### src/ilist_pkg.sv
`timescale 1ns / 1ps
// ----------------------------------------------------------------------------
// Indexed list package
// Shared types and codes for the indexed list insert/delete block.
// ----------------------------------------------------------------------------
package ilist_pkg;

	// Operation codes carried in the func field.
	localparam logic [1:0] FUNC_INSERT = 2'd0;
	localparam logic [1:0] FUNC_DELETE = 2'd1;
	localparam logic [1:0] FUNC_READ   = 2'd2;

	// One request item.
	typedef struct packed {
		logic [1:0]  func;
		logic [5:0]  position;
		logic [31:0] entry_data;
	} req_t;

	// One result item.
	typedef struct packed {
		logic        ok;
		logic [5:0]  list_length;
		logic [31:0] read_data;
	} res_t;

	// Command from the controller to the datapath for the item in execution.
	typedef struct packed {
		logic strobe;
		logic ok;
		logic ins;
		logic del;
		logic rd;
	} cmd_t;

	// Controller states.
	typedef enum logic {
		ST_IDLE,
		ST_EXEC
	} ctrl_state_t;

endpackage

### src/ilist_ctrl.sv
`timescale 1ns / 1ps
// ----------------------------------------------------------------------------
// Indexed list controller
// Captures a request, checks its position against the length and issues
// the insert, delete or read command to the datapath.
// ----------------------------------------------------------------------------
module ilist_ctrl #(
	parameter int CAPACITY   = 32,
	parameter int DATA_WIDTH = 32
) (
	input  logic                         clk,
	input  logic                         arst_n,
	input  logic                         start,
	output logic                         busy,
	input  ilist_pkg::req_t              request,
	input  logic [$clog2(CAPACITY+1)-1:0] count,
	output ilist_pkg::cmd_t              cmd,
	output logic [$clog2(CAPACITY)-1:0]  idx,
	output logic [DATA_WIDTH-1:0]        wdata
);

	localparam int CW = $clog2(CAPACITY + 1);
	localparam int IW = $clog2(CAPACITY);
	localparam int VW = (CW > 6) ? CW : 6;

	ilist_pkg::ctrl_state_t state_q, state_d;

	logic [1:0]            func_s1;
	logic [5:0]            pos_s1;
	logic [DATA_WIDTH-1:0] data_s1;

	logic [VW-1:0] pos_v;
	logic [VW-1:0] cnt_v;
	logic          pos_nz;
	logic          ins_ok;
	logic          in_range;

	// Execution never stalls, so a new request is always taken.
	assign busy = 1'b0;

	always_ff @(posedge clk or negedge arst_n) begin
		if (!arst_n) begin
			state_q <= ilist_pkg::ST_IDLE;
		end else begin
			state_q <= state_d;
		end
	end

	always_ff @(posedge clk) begin
		if (start) begin
			func_s1 <= request.func;
			pos_s1  <= request.position;
			data_s1 <= DATA_WIDTH'(request.entry_data);
		end
	end

	always_comb begin
		state_d = state_q;
		unique case (state_q)
			ilist_pkg::ST_IDLE: state_d = start ? ilist_pkg::ST_EXEC : ilist_pkg::ST_IDLE;
			ilist_pkg::ST_EXEC: state_d = start ? ilist_pkg::ST_EXEC : ilist_pkg::ST_IDLE;
			default:            state_d = ilist_pkg::ST_IDLE;
		endcase
	end

	// Range checks are done at a width that holds both the position field and
	// the length, so a large position is never folded into range.
	assign pos_v    = VW'(pos_s1);
	assign cnt_v    = VW'(count);
	assign pos_nz   = (pos_s1 != 6'd0);
	assign ins_ok   = pos_nz && ((pos_v - VW'(1)) <= cnt_v) && (count < CW'(CAPACITY));
	assign in_range = pos_nz && (pos_v <= cnt_v);

	always_comb begin
		cmd = '0;
		if (state_q == ilist_pkg::ST_EXEC) begin
			cmd.strobe = 1'b1;
			unique case (func_s1)
				ilist_pkg::FUNC_INSERT: begin
					cmd.ins = ins_ok;
					cmd.ok  = ins_ok;
				end
				ilist_pkg::FUNC_DELETE: begin
					cmd.del = in_range;
					cmd.ok  = in_range;
				end
				ilist_pkg::FUNC_READ: begin
					cmd.rd = in_range;
					cmd.ok = in_range;
				end
				default: begin
					cmd.ok = 1'b0;
				end
			endcase
		end
	end

	assign idx   = IW'(pos_v - VW'(1));
	assign wdata = data_s1;

	// A command names at most one operation.
	a_one_op: assert property (@(posedge clk) disable iff (!arst_n)
		$onehot0({cmd.ins, cmd.del, cmd.rd}))
		else $error("more than one list operation at once");

	// An operation is only issued for an accepted item in execution.
	a_op_ok: assert property (@(posedge clk) disable iff (!arst_n)
		(cmd.ins || cmd.del || cmd.rd) |-> (cmd.ok && cmd.strobe))
		else $error("operation issued without an accepted item");

	// An accepted item is always in execution in the cycle after it is taken.
	a_exec_follows_start: assert property (@(posedge clk) disable iff (!arst_n)
		start |=> (state_q == ilist_pkg::ST_EXEC))
		else $error("accepted item did not reach execution");

endmodule

### src/ilist_dp.sv
`timescale 1ns / 1ps
// ----------------------------------------------------------------------------
// Indexed list datapath
// Row of entry cells that shift up or down all at once, the length count
// and the result register.
// ----------------------------------------------------------------------------
module ilist_dp #(
	parameter int CAPACITY   = 32,
	parameter int DATA_WIDTH = 32
) (
	input  logic                          clk,
	input  logic                          arst_n,
	input  ilist_pkg::cmd_t               cmd,
	input  logic [$clog2(CAPACITY)-1:0]   idx,
	input  logic [DATA_WIDTH-1:0]         wdata,
	output logic [$clog2(CAPACITY+1)-1:0] count,
	output logic                          done,
	output ilist_pkg::res_t               result
);

	localparam int CW = $clog2(CAPACITY + 1);

	logic [DATA_WIDTH-1:0] cells_q [CAPACITY];
	logic [CW-1:0]         count_q;
	logic [CW-1:0]         count_d;
	logic [CW-1:0]         idx_c;

	logic        done_q;
	logic        ok_q;
	logic [5:0]  len_q;
	logic [31:0] rd_q;

	assign idx_c = CW'(idx);

	always_comb begin
		count_d = count_q;
		if (cmd.ins) begin
			count_d = count_q + CW'(1);
		end else if (cmd.del) begin
			count_d = count_q - CW'(1);
		end
	end

	always_ff @(posedge clk or negedge arst_n) begin
		if (!arst_n) begin
			count_q <= '0;
			done_q  <= 1'b0;
		end else begin
			count_q <= count_d;
			done_q  <= cmd.strobe;
		end
	end

	// Each cell compares its own index with the position and the length and
	// either holds, takes its lower neighbor (insert) or its upper neighbor
	// (delete). The cell at the position takes the new word on insert.
	for (genvar g = 0; g < CAPACITY; g++) begin : g_cell
		localparam logic [CW-1:0] CELL_IDX  = CW'(g);
		localparam logic [CW-1:0] CELL_NEXT = CW'(g + 1);

		always_ff @(posedge clk) begin
			if (cmd.ins) begin
				if (CELL_IDX == idx_c) begin
					cells_q[g] <= wdata;
				end else if ((g > 0) && (CELL_IDX > idx_c) && (CELL_IDX <= count_q)) begin
					cells_q[g] <= cells_q[(g > 0) ? g - 1 : 0];
				end
			end else if (cmd.del) begin
				if ((g < CAPACITY - 1) && (CELL_IDX >= idx_c) && (CELL_NEXT < count_q)) begin
					cells_q[g] <= cells_q[(g < CAPACITY - 1) ? g + 1 : g];
				end
			end
		end
	end

	always_ff @(posedge clk) begin
		if (cmd.strobe) begin
			ok_q  <= cmd.ok;
			len_q <= 6'(count_d);
			rd_q  <= cmd.rd ? 32'(cells_q[idx]) : 32'd0;
		end
	end

	assign count              = count_q;
	assign done               = done_q;
	assign result.ok          = ok_q;
	assign result.list_length = len_q;
	assign result.read_data   = rd_q;

	// The length never passes the capacity.
	a_count_bound: assert property (@(posedge clk) disable iff (!arst_n)
		count_q <= CW'(CAPACITY))
		else $error("list length above capacity");

	// An insert grows the list by exactly one entry.
	a_ins_grows: assert property (@(posedge clk) disable iff (!arst_n)
		cmd.ins |=> (count_q == $past(count_q) + CW'(1)))
		else $error("insert did not grow the list by one");

	// A delete shrinks the list by exactly one entry.
	a_del_shrinks: assert property (@(posedge clk) disable iff (!arst_n)
		cmd.del |=> (count_q == $past(count_q) - CW'(1)))
		else $error("delete did not shrink the list by one");

	// Reads and rejected items leave the length alone.
	a_len_stable: assert property (@(posedge clk) disable iff (!arst_n)
		!(cmd.ins || cmd.del) |=> $stable(count_q))
		else $error("list length changed without insert or delete");

endmodule

### src/indexed_list_insert_delete_top.sv
`timescale 1ns / 1ps
// ----------------------------------------------------------------------------
// Indexed list insert/delete
// Ordered list of data words with insert, delete and read at a 1-based
// position, plus a length count.
// ----------------------------------------------------------------------------
// Usage:
// A request item is taken at a rising edge where start is high and busy is
// low. It carries func (insert, delete or read), a 1-based position and a
// data word used by insert only. busy is always low: the block takes an item
// in every cycle.
// Each item yields one result item. It is shown on result for exactly one
// cycle with done high, once the request has been registered in the
// controller and the result has been registered in the datapath.
// Throughput is one item per cycle. The entries form a row of registers in
// which every cell decides to hold or shift from a compare against the
// position and the length, so a whole insert or delete completes in the
// execution state and the next item sees the updated list.
// A request out of range, an insert into a full list or an unused func code
// gives ok low, the length unchanged and read_data zero.
// Reset clears the length to zero and drops any item in flight; the entry
// words are not cleared, as only entries below the length are ever read.
// The receiver has no way to stall results and must take each one as shown.
// ----------------------------------------------------------------------------
module indexed_list_insert_delete_top #(
	parameter int CAPACITY   = 32,
	parameter int DATA_WIDTH = 32
) (
	input  logic            clk,
	input  logic            arst_n,
	input  logic            start,
	output logic            busy,
	input  ilist_pkg::req_t request,
	output logic            done,
	output ilist_pkg::res_t result
);

	// Command and status between controller and datapath.
	ilist_pkg::cmd_t               cmd;
	logic [$clog2(CAPACITY)-1:0]   idx;
	logic [DATA_WIDTH-1:0]         wdata;
	logic [$clog2(CAPACITY+1)-1:0] count;

	// The controller registers the request and validates it against the
	// current length during the execution cycle.
	ilist_ctrl #(
		.CAPACITY   (CAPACITY),
		.DATA_WIDTH (DATA_WIDTH)
	) u_ctrl (
		.clk     (clk),
		.arst_n  (arst_n),
		.start   (start),
		.busy    (busy),
		.request (request),
		.count   (count),
		.cmd     (cmd),
		.idx     (idx),
		.wdata   (wdata)
	);

	// The datapath shifts the cells, updates the length and registers the
	// result at the end of the execution cycle.
	ilist_dp #(
		.CAPACITY   (CAPACITY),
		.DATA_WIDTH (DATA_WIDTH)
	) u_dp (
		.clk    (clk),
		.arst_n (arst_n),
		.cmd    (cmd),
		.idx    (idx),
		.wdata  (wdata),
		.count  (count),
		.done   (done),
		.result (result)
	);

endmodule

### config.mk
export PLATFORM = sky130hd
export DESIGN_NAME = indexed_list_insert_delete_top
export DESIGN_NICKNAME = d
export VERILOG_FILES = /design/src/ilist_pkg.sv /design/src/ilist_ctrl.sv /design/src/ilist_dp.sv /design/src/indexed_list_insert_delete_top.sv
export SDC_FILE = /design/constraint.sdc
export NUM_CORES = 2
export LEC_CHECK = 0
export BUFFER_PORTS_ARGS = -buffer_cell sky130_fd_sc_hd__buf_4
export CAP_MARGIN = 5
export CORE_MARGIN = 5
export CORE_UTILIZATION = 64
export DETAILED_ROUTE_END_ITERATION = 6
export PLACE_DENSITY = 0.78
export SYNTH_ARGS = -nofsm -noshare
export SYNTH_HDL_FRONTEND = slang
export SYNTH_SLANG_ARGS = --single-unit
### constraint.sdc
create_clock -name clk -period 12.8 [get_ports clk]
set_input_delay 1.28 -clock clk [delete_from_list [all_inputs] [get_ports clk]]
set_output_delay 1.28 -clock clk [all_outputs]
set_load 0.01 [all_outputs]
## Yosys cells after proc, flatten, opt, wreduce, memory -nomap -nowiden

Memories as Yosys holds them, arrays and structs flattened. A register that Yosys moved wholly into a read port is not among the register bits.
Cells that the tools add are included.

| word-level totals | value |
|---|---|
| memory bits (writable) | 1024 |
| memories kept | 1 |
| word-level logic and storage cells | 718 |
| flip-flop bits (word level) | 55 |

Memory list:

| name | words | width | read ports | clocked after Yosys merged registers in | wr ports | line | source |
|---|---|---|---|---|---|---|---|
| u_dp.cells_q | 32 | 32 | 33 | 1 | 32 | ilist_dp.sv:23 | `logic [DATA_WIDTH-1:0] cells_q [CAPACITY];` |

| operators by class | value |
|---|---|
| equality and inequality tests | 33 |
| muxes and demuxes | 414 |
| add/sub/neg operators | 3 |
| bitwise gates (word level) | 62 |
| reduce and logical (&&, ||, !) cells | 70 |
| order comparisons | 127 |

Operator list:

| operator | number |
|---|---|
| 32-bit 2-to-1 mux | 62 |
| 1-bit 2-to-1 mux | 348 |
| 5-bit by 6-bit <= comparator with 1-bit output, first input constant | 16 |
| 5-bit by 6-bit less-than comparator with 1-bit output, first input constant | 16 |
| 5-bit equality test, first input constant | 16 |
| 5-bit greater-than comparator, first input constant | 16 |
| 5-bit >= comparator, first input constant | 15 |
| 1-bit logical AND | 65 |
| 1-bit OR | 62 |
| 4-bit by 6-bit <= comparator with 1-bit output, first input constant | 8 |
| 4-bit by 6-bit less-than comparator with 1-bit output, first input constant | 8 |
| 4-bit by 5-bit equality test with 1-bit output, first input constant | 8 |
| 4-bit by 5-bit >= comparator with 1-bit output, first input constant | 8 |
| 4-bit by 5-bit greater-than comparator with 1-bit output, first input constant | 8 |
| 3-bit by 6-bit <= comparator with 1-bit output, first input constant | 4 |
| 3-bit by 6-bit less-than comparator with 1-bit output, first input constant | 4 |
| 3-bit by 5-bit equality test with 1-bit output, first input constant | 4 |
| 3-bit by 5-bit >= comparator with 1-bit output, first input constant | 4 |
| 3-bit by 5-bit greater-than comparator with 1-bit output, first input constant | 4 |
| 2-bit by 6-bit <= comparator with 1-bit output, first input constant | 2 |
| 6-bit <= comparator | 2 |
| 2-bit by 6-bit less-than comparator with 1-bit output, first input constant | 2 |
| 6-bit 2-to-1 mux | 2 |
| 6-bit by 1-bit subtractor with 6-bit output, second input constant | 2 |
| other kinds (19) | 23 |

## Logic depth before layout (Yosys ltp)

| depth | value |
|---|---|
| word-level depth | 10 |
| mapped depth | 25 |
| gate-level depth less buffers | 11 |

## Hierarchy

Synthesis repeated with hierarchy kept, for this count alone.

| second synthesis, totals | value |
|---|---|
| cells, all modules | 5691 |
| area total of the unflattened synthesis | 64832.2 um2 |

Modules (own cells, without submodules):

| module | sequential area each (um2) | cells each | times used | area each (um2) |
|---|---|---|---|---|
| ilist_dp | 32095.8 | 5584 | 1 | 63101.8 |
| ilist_ctrl | 1226.2 | 107 | 1 | 1730.4 |

## Worst setup path before layout

Ideal clock, no wire load.

| path | value |
|---|---|
| path kind | reg-to-reg |
| start | register u_ctrl.pos_s1[0] |
| end | memory u_dp.cells_q[11][0] (enable) |
| arrival time | 8.889 ns |
| buffers on the path | 11 |
| required time | 12.267 ns |
| clock period less this slack | 9.422 ns |
| library setup time | 0.533 ns |
| path slack | 3.378 ns |
| cell stages (with the launch flop) | 22 |
| cell sequence | edfxtp_1 > buf_2 > inv_1 > clkbuf_1 > buf_1 > clkbuf_1 > ha_1 > inv_1 > clkbuf_1 > buf_1 > clkbuf_1 > clkbuf_1 > ha_1 > nor2b_1 > o211ai_1 > a211oi_1 > o22ai_2 > buf_2 > buf_2 > buf_2 > nand2_1 > o311ai_0 |

RTL lines:

| element | line | source |
|---|---|---|
| start: declaration | ilist_ctrl.sv:29 | `logic [5:0] pos_s1;` |
| start signal: assignment | ilist_ctrl.sv:52 | `pos_s1 <= request.position;` |
| end: declaration | ilist_dp.sv:23 |  |

==> flow_summary.toml <==
[status]
outcome = "finished with violations"
violations = "design-rule violations"

[clock_network]
htreeDepth = 3
root_buffer = "clkbuf_16"
cts_hold_buf = 0
path_clk_slew_ns = 0.06
post-cts-setup-buffers = 0
clockBufferDepth = 3
cts.sinks = 1111
clock_latency_ns = 0.76
ctsResizeCount = 0
tritoncts.num_buffers = 118
cts_tree = "yes"

[worst_setup_path]
end_kind = "register"
r2r_start = "u_ctrl.pos_s1[0]"
worstSetupStartpointType = "register"
arrival_ns = 7.66
ff2ff_setup_slack_ns = 5.49
cp_max_fo = 68
crit_start = "u_ctrl.pos_s1[0]"
rr_worst_depth = 14
crit_type = "reg -> reg"
critPathRequiredTime_ns = 13.15
rr_endpoint = "u_dp.cells_q[13][29]"

[layout]
area_growth_pct = 8.242
fill_cells = 7595
final_cell_mix = "1103 x edfxtp_1, 1029 x nand2_1, 548 x mux2i_1"
final_util = 0.6980
finalNetCount = 6202
drive_above_1_share = 0.1409
postLayoutCellArea_sq_mm = 0.07102
final_common_cell = "edfxtp_1"

[sta]
final_max_slew_viol_count = 0
layout_min_cycle_time_ns = 7.308
max_freq_mhz = 136.8
layout_setup_ws_ns = 5.492
setup_tns_ns = 0
worst_slew_pin_slew_ns = 1.404
relSlewSlack = 0.05388
skew_ns = 0.02923
hold_viol_final = 0
rsz0062_at_grt = "no"
finalSetupViolations = 0
fin_crit_sh = 0.5709

[global_routing]
grt_util_all_layers = 0.4825
grt_pass1_vias = 54480
grt_max_degree = 107
overflow = 0
antenna_found_initial = 20
grt_pass1_wl_microns = 383600

[flow_run]
max-cap-violations = 0

[floorplanning]
io_pins = 84
core_sq_mm = 0.1017
die_h_microns = 330.2
initial_core_util = 0.6449
core.rowCount = 117
die_w_microns = 330.2
die_area_sq_mm = 0.1090

[synth]
synth_area_leader_cell = "edfxtp_1"
synth_mux_area_frac = 0.1495
seq_area_frac_synth = 0.5079
synth_xor_area_frac = 0.002117
synth_cells = 6389
synth_edf_count = 1103
ys_ff_latch = 1111
synth_top_family_by_area = "compound AO/OA/AOI/OAI gates"
syn_nets = 6455
ys.flop_type = "edfxtp_1"
yosysWarnings = 0
syn_avg_cell_area_sq_um = 10.27
yosys.area_share.simple = 0.1170
synth_compound_area_frac = 0.1755
synth_fa_ha_area_frac = 0.004386
synthTopCellsByArea = "edfxtp_1 50%, mux2i_1 8.4%, nand2_1 5.9%, mux2_2 5.1%, o21ai_0 3.5%"
synth_top_area_share = 0.5048
async_flop_share = 0.007201
syn_area_sq_mm = 0.06561
yosysUniqueCellTypes = 82

[drt]
vias = 58970
drt-total-wl_microns = 271200
vias_per_cell = 7.753
drtIter0Drc = 11580
wl_per_cell_microns = 35.65
ant_nets = 0
drc = 18
firstDrtPassIters = 7

[placement]
pre_cts_ws_ns = 5.778
io_buffers = 82
dpl_cell_area_sq_mm = 0.06730
hpwl_microns = 171400
gp_congestion = 1.055

[pwr]
peakVddDrop_uv = 121.5
p_leak_nw = 25.34
power_density_mw_per_mm2 = 149.6
p_total_mw = 10.63

[min_path]
hold_path.class = "in -> async"
[cell type report]
class	count	area [sq um]	share of cell area
Sequential cell	1111	33320	0.4692
Multi-Input combinational cell	4581	29970	0.4220
Clock buffer	151	3161	0.04450
Timing Repair Buffer	278	2112	0.02974
Tap cell	1368	1712	0.02410
Clock inverter	63	531.8	0.007488
Inverter	46	187.7	0.002643
Antenna cell	9	22.52	0.0003171
[synth_stat cells (100+ instances only)]
library cell and number:
edfxtp_1 1103, nand2_1 1033, mux2i_1 548, o21ai_0 456, a21oi_1 414, nor2_1 405, clkbuf_1 399, mux2_2 298
a31oi_1 268, a22oi_1 152, nand3_1 148, buf_2 136, a221o_1 118, nor3_1 105, buf_1 100
[worst max path at each step]
stage / endpoint
global placement: u_dp.cells_q[13][16]
detailed placement: u_dp.cells_q[13][22]
floorplan: u_dp.cells_q[11][0]
CTS: u_dp.cells_q[13][22]
finish: u_dp.cells_q[13][29]
global route: u_dp.cells_q[13][29]
[where the power goes]
group | leakage (nW) | switching, mW | internal (mW) | total, mW
combinational | 13.4 | 1.82 | 0.791 | 2.61
sequential | 10.1 | 0.246 | 4.37 | 4.62
clock | 1.82 | 1.52 | 1.88 | 3.39
total | 25.3 | 3.59 | 7.04 | 10.6
[critical path, cell delays in order (launching register included)]
cell and delay (ns):
edfxtp_1 0.32, buf_4 0.50, inv_4 0.39, ha_1 0.56
xnor2_2 0.45, inv_8 0.28, ha_1 0.38, nand4b_1 0.09
or3_1 0.37, o22ai_4 0.72, buf_4 0.71, and4_2 0.36
buf_4 0.49, or2_2 0.56, o21bai_4 0.60
[logic make-up (layout without fill, tap and decap cells)]
logic type | Yosys count | after routing
AOI/OAI and AO/OA | 1816 | 1816
xor gates and xnor gates | 15 | 15
adders and majority gates | 23 | 23
buffers and inverters | 697 | 538
DFF | 1111 | 1111
muxes | 900 | 900
other | 1 | 10
and+or+nand+nor | 1826 | 1826
[routing by layer]
metal,track usage,up-vias,wire [microns],share of wire
li1,-,23560,-,-
met1,0.6022,27740,86100,0.32
met2,0.6802,6184,109700,0.40
met3,0.1955,1473,48920,0.18
met4,0.3445,20,26150,0.096
met5,0.01642,-,327,0.0012
[metrics by stage]
stage / hold slack (ns) / instances
2_1_floorplan: 0.5212 / 6389
3_3_place_gp: 0.5318 / 7384
3_5_place_dp: 0.5476 / 7384
4_1_cts: 0.3309 / 7598
5_1_grt: 0.3426 / 7599
6_report: 0.3378 / 7607
[sequential cells by signal (all words and copies together), names as in the netlist]
signal and count:
u_dp.rd_q 32, u_ctrl.wdata 32, u_dp.ok_q 1, u_dp.len_q 6
u_dp.done 1, u_ctrl.func_s1 2, u_ctrl.pos_s1 6, u_dp.count 6
u_ctrl.state_q 1, u_dp.cells_q 1024
No activity file was read; power rests on OpenSTA's default activity.
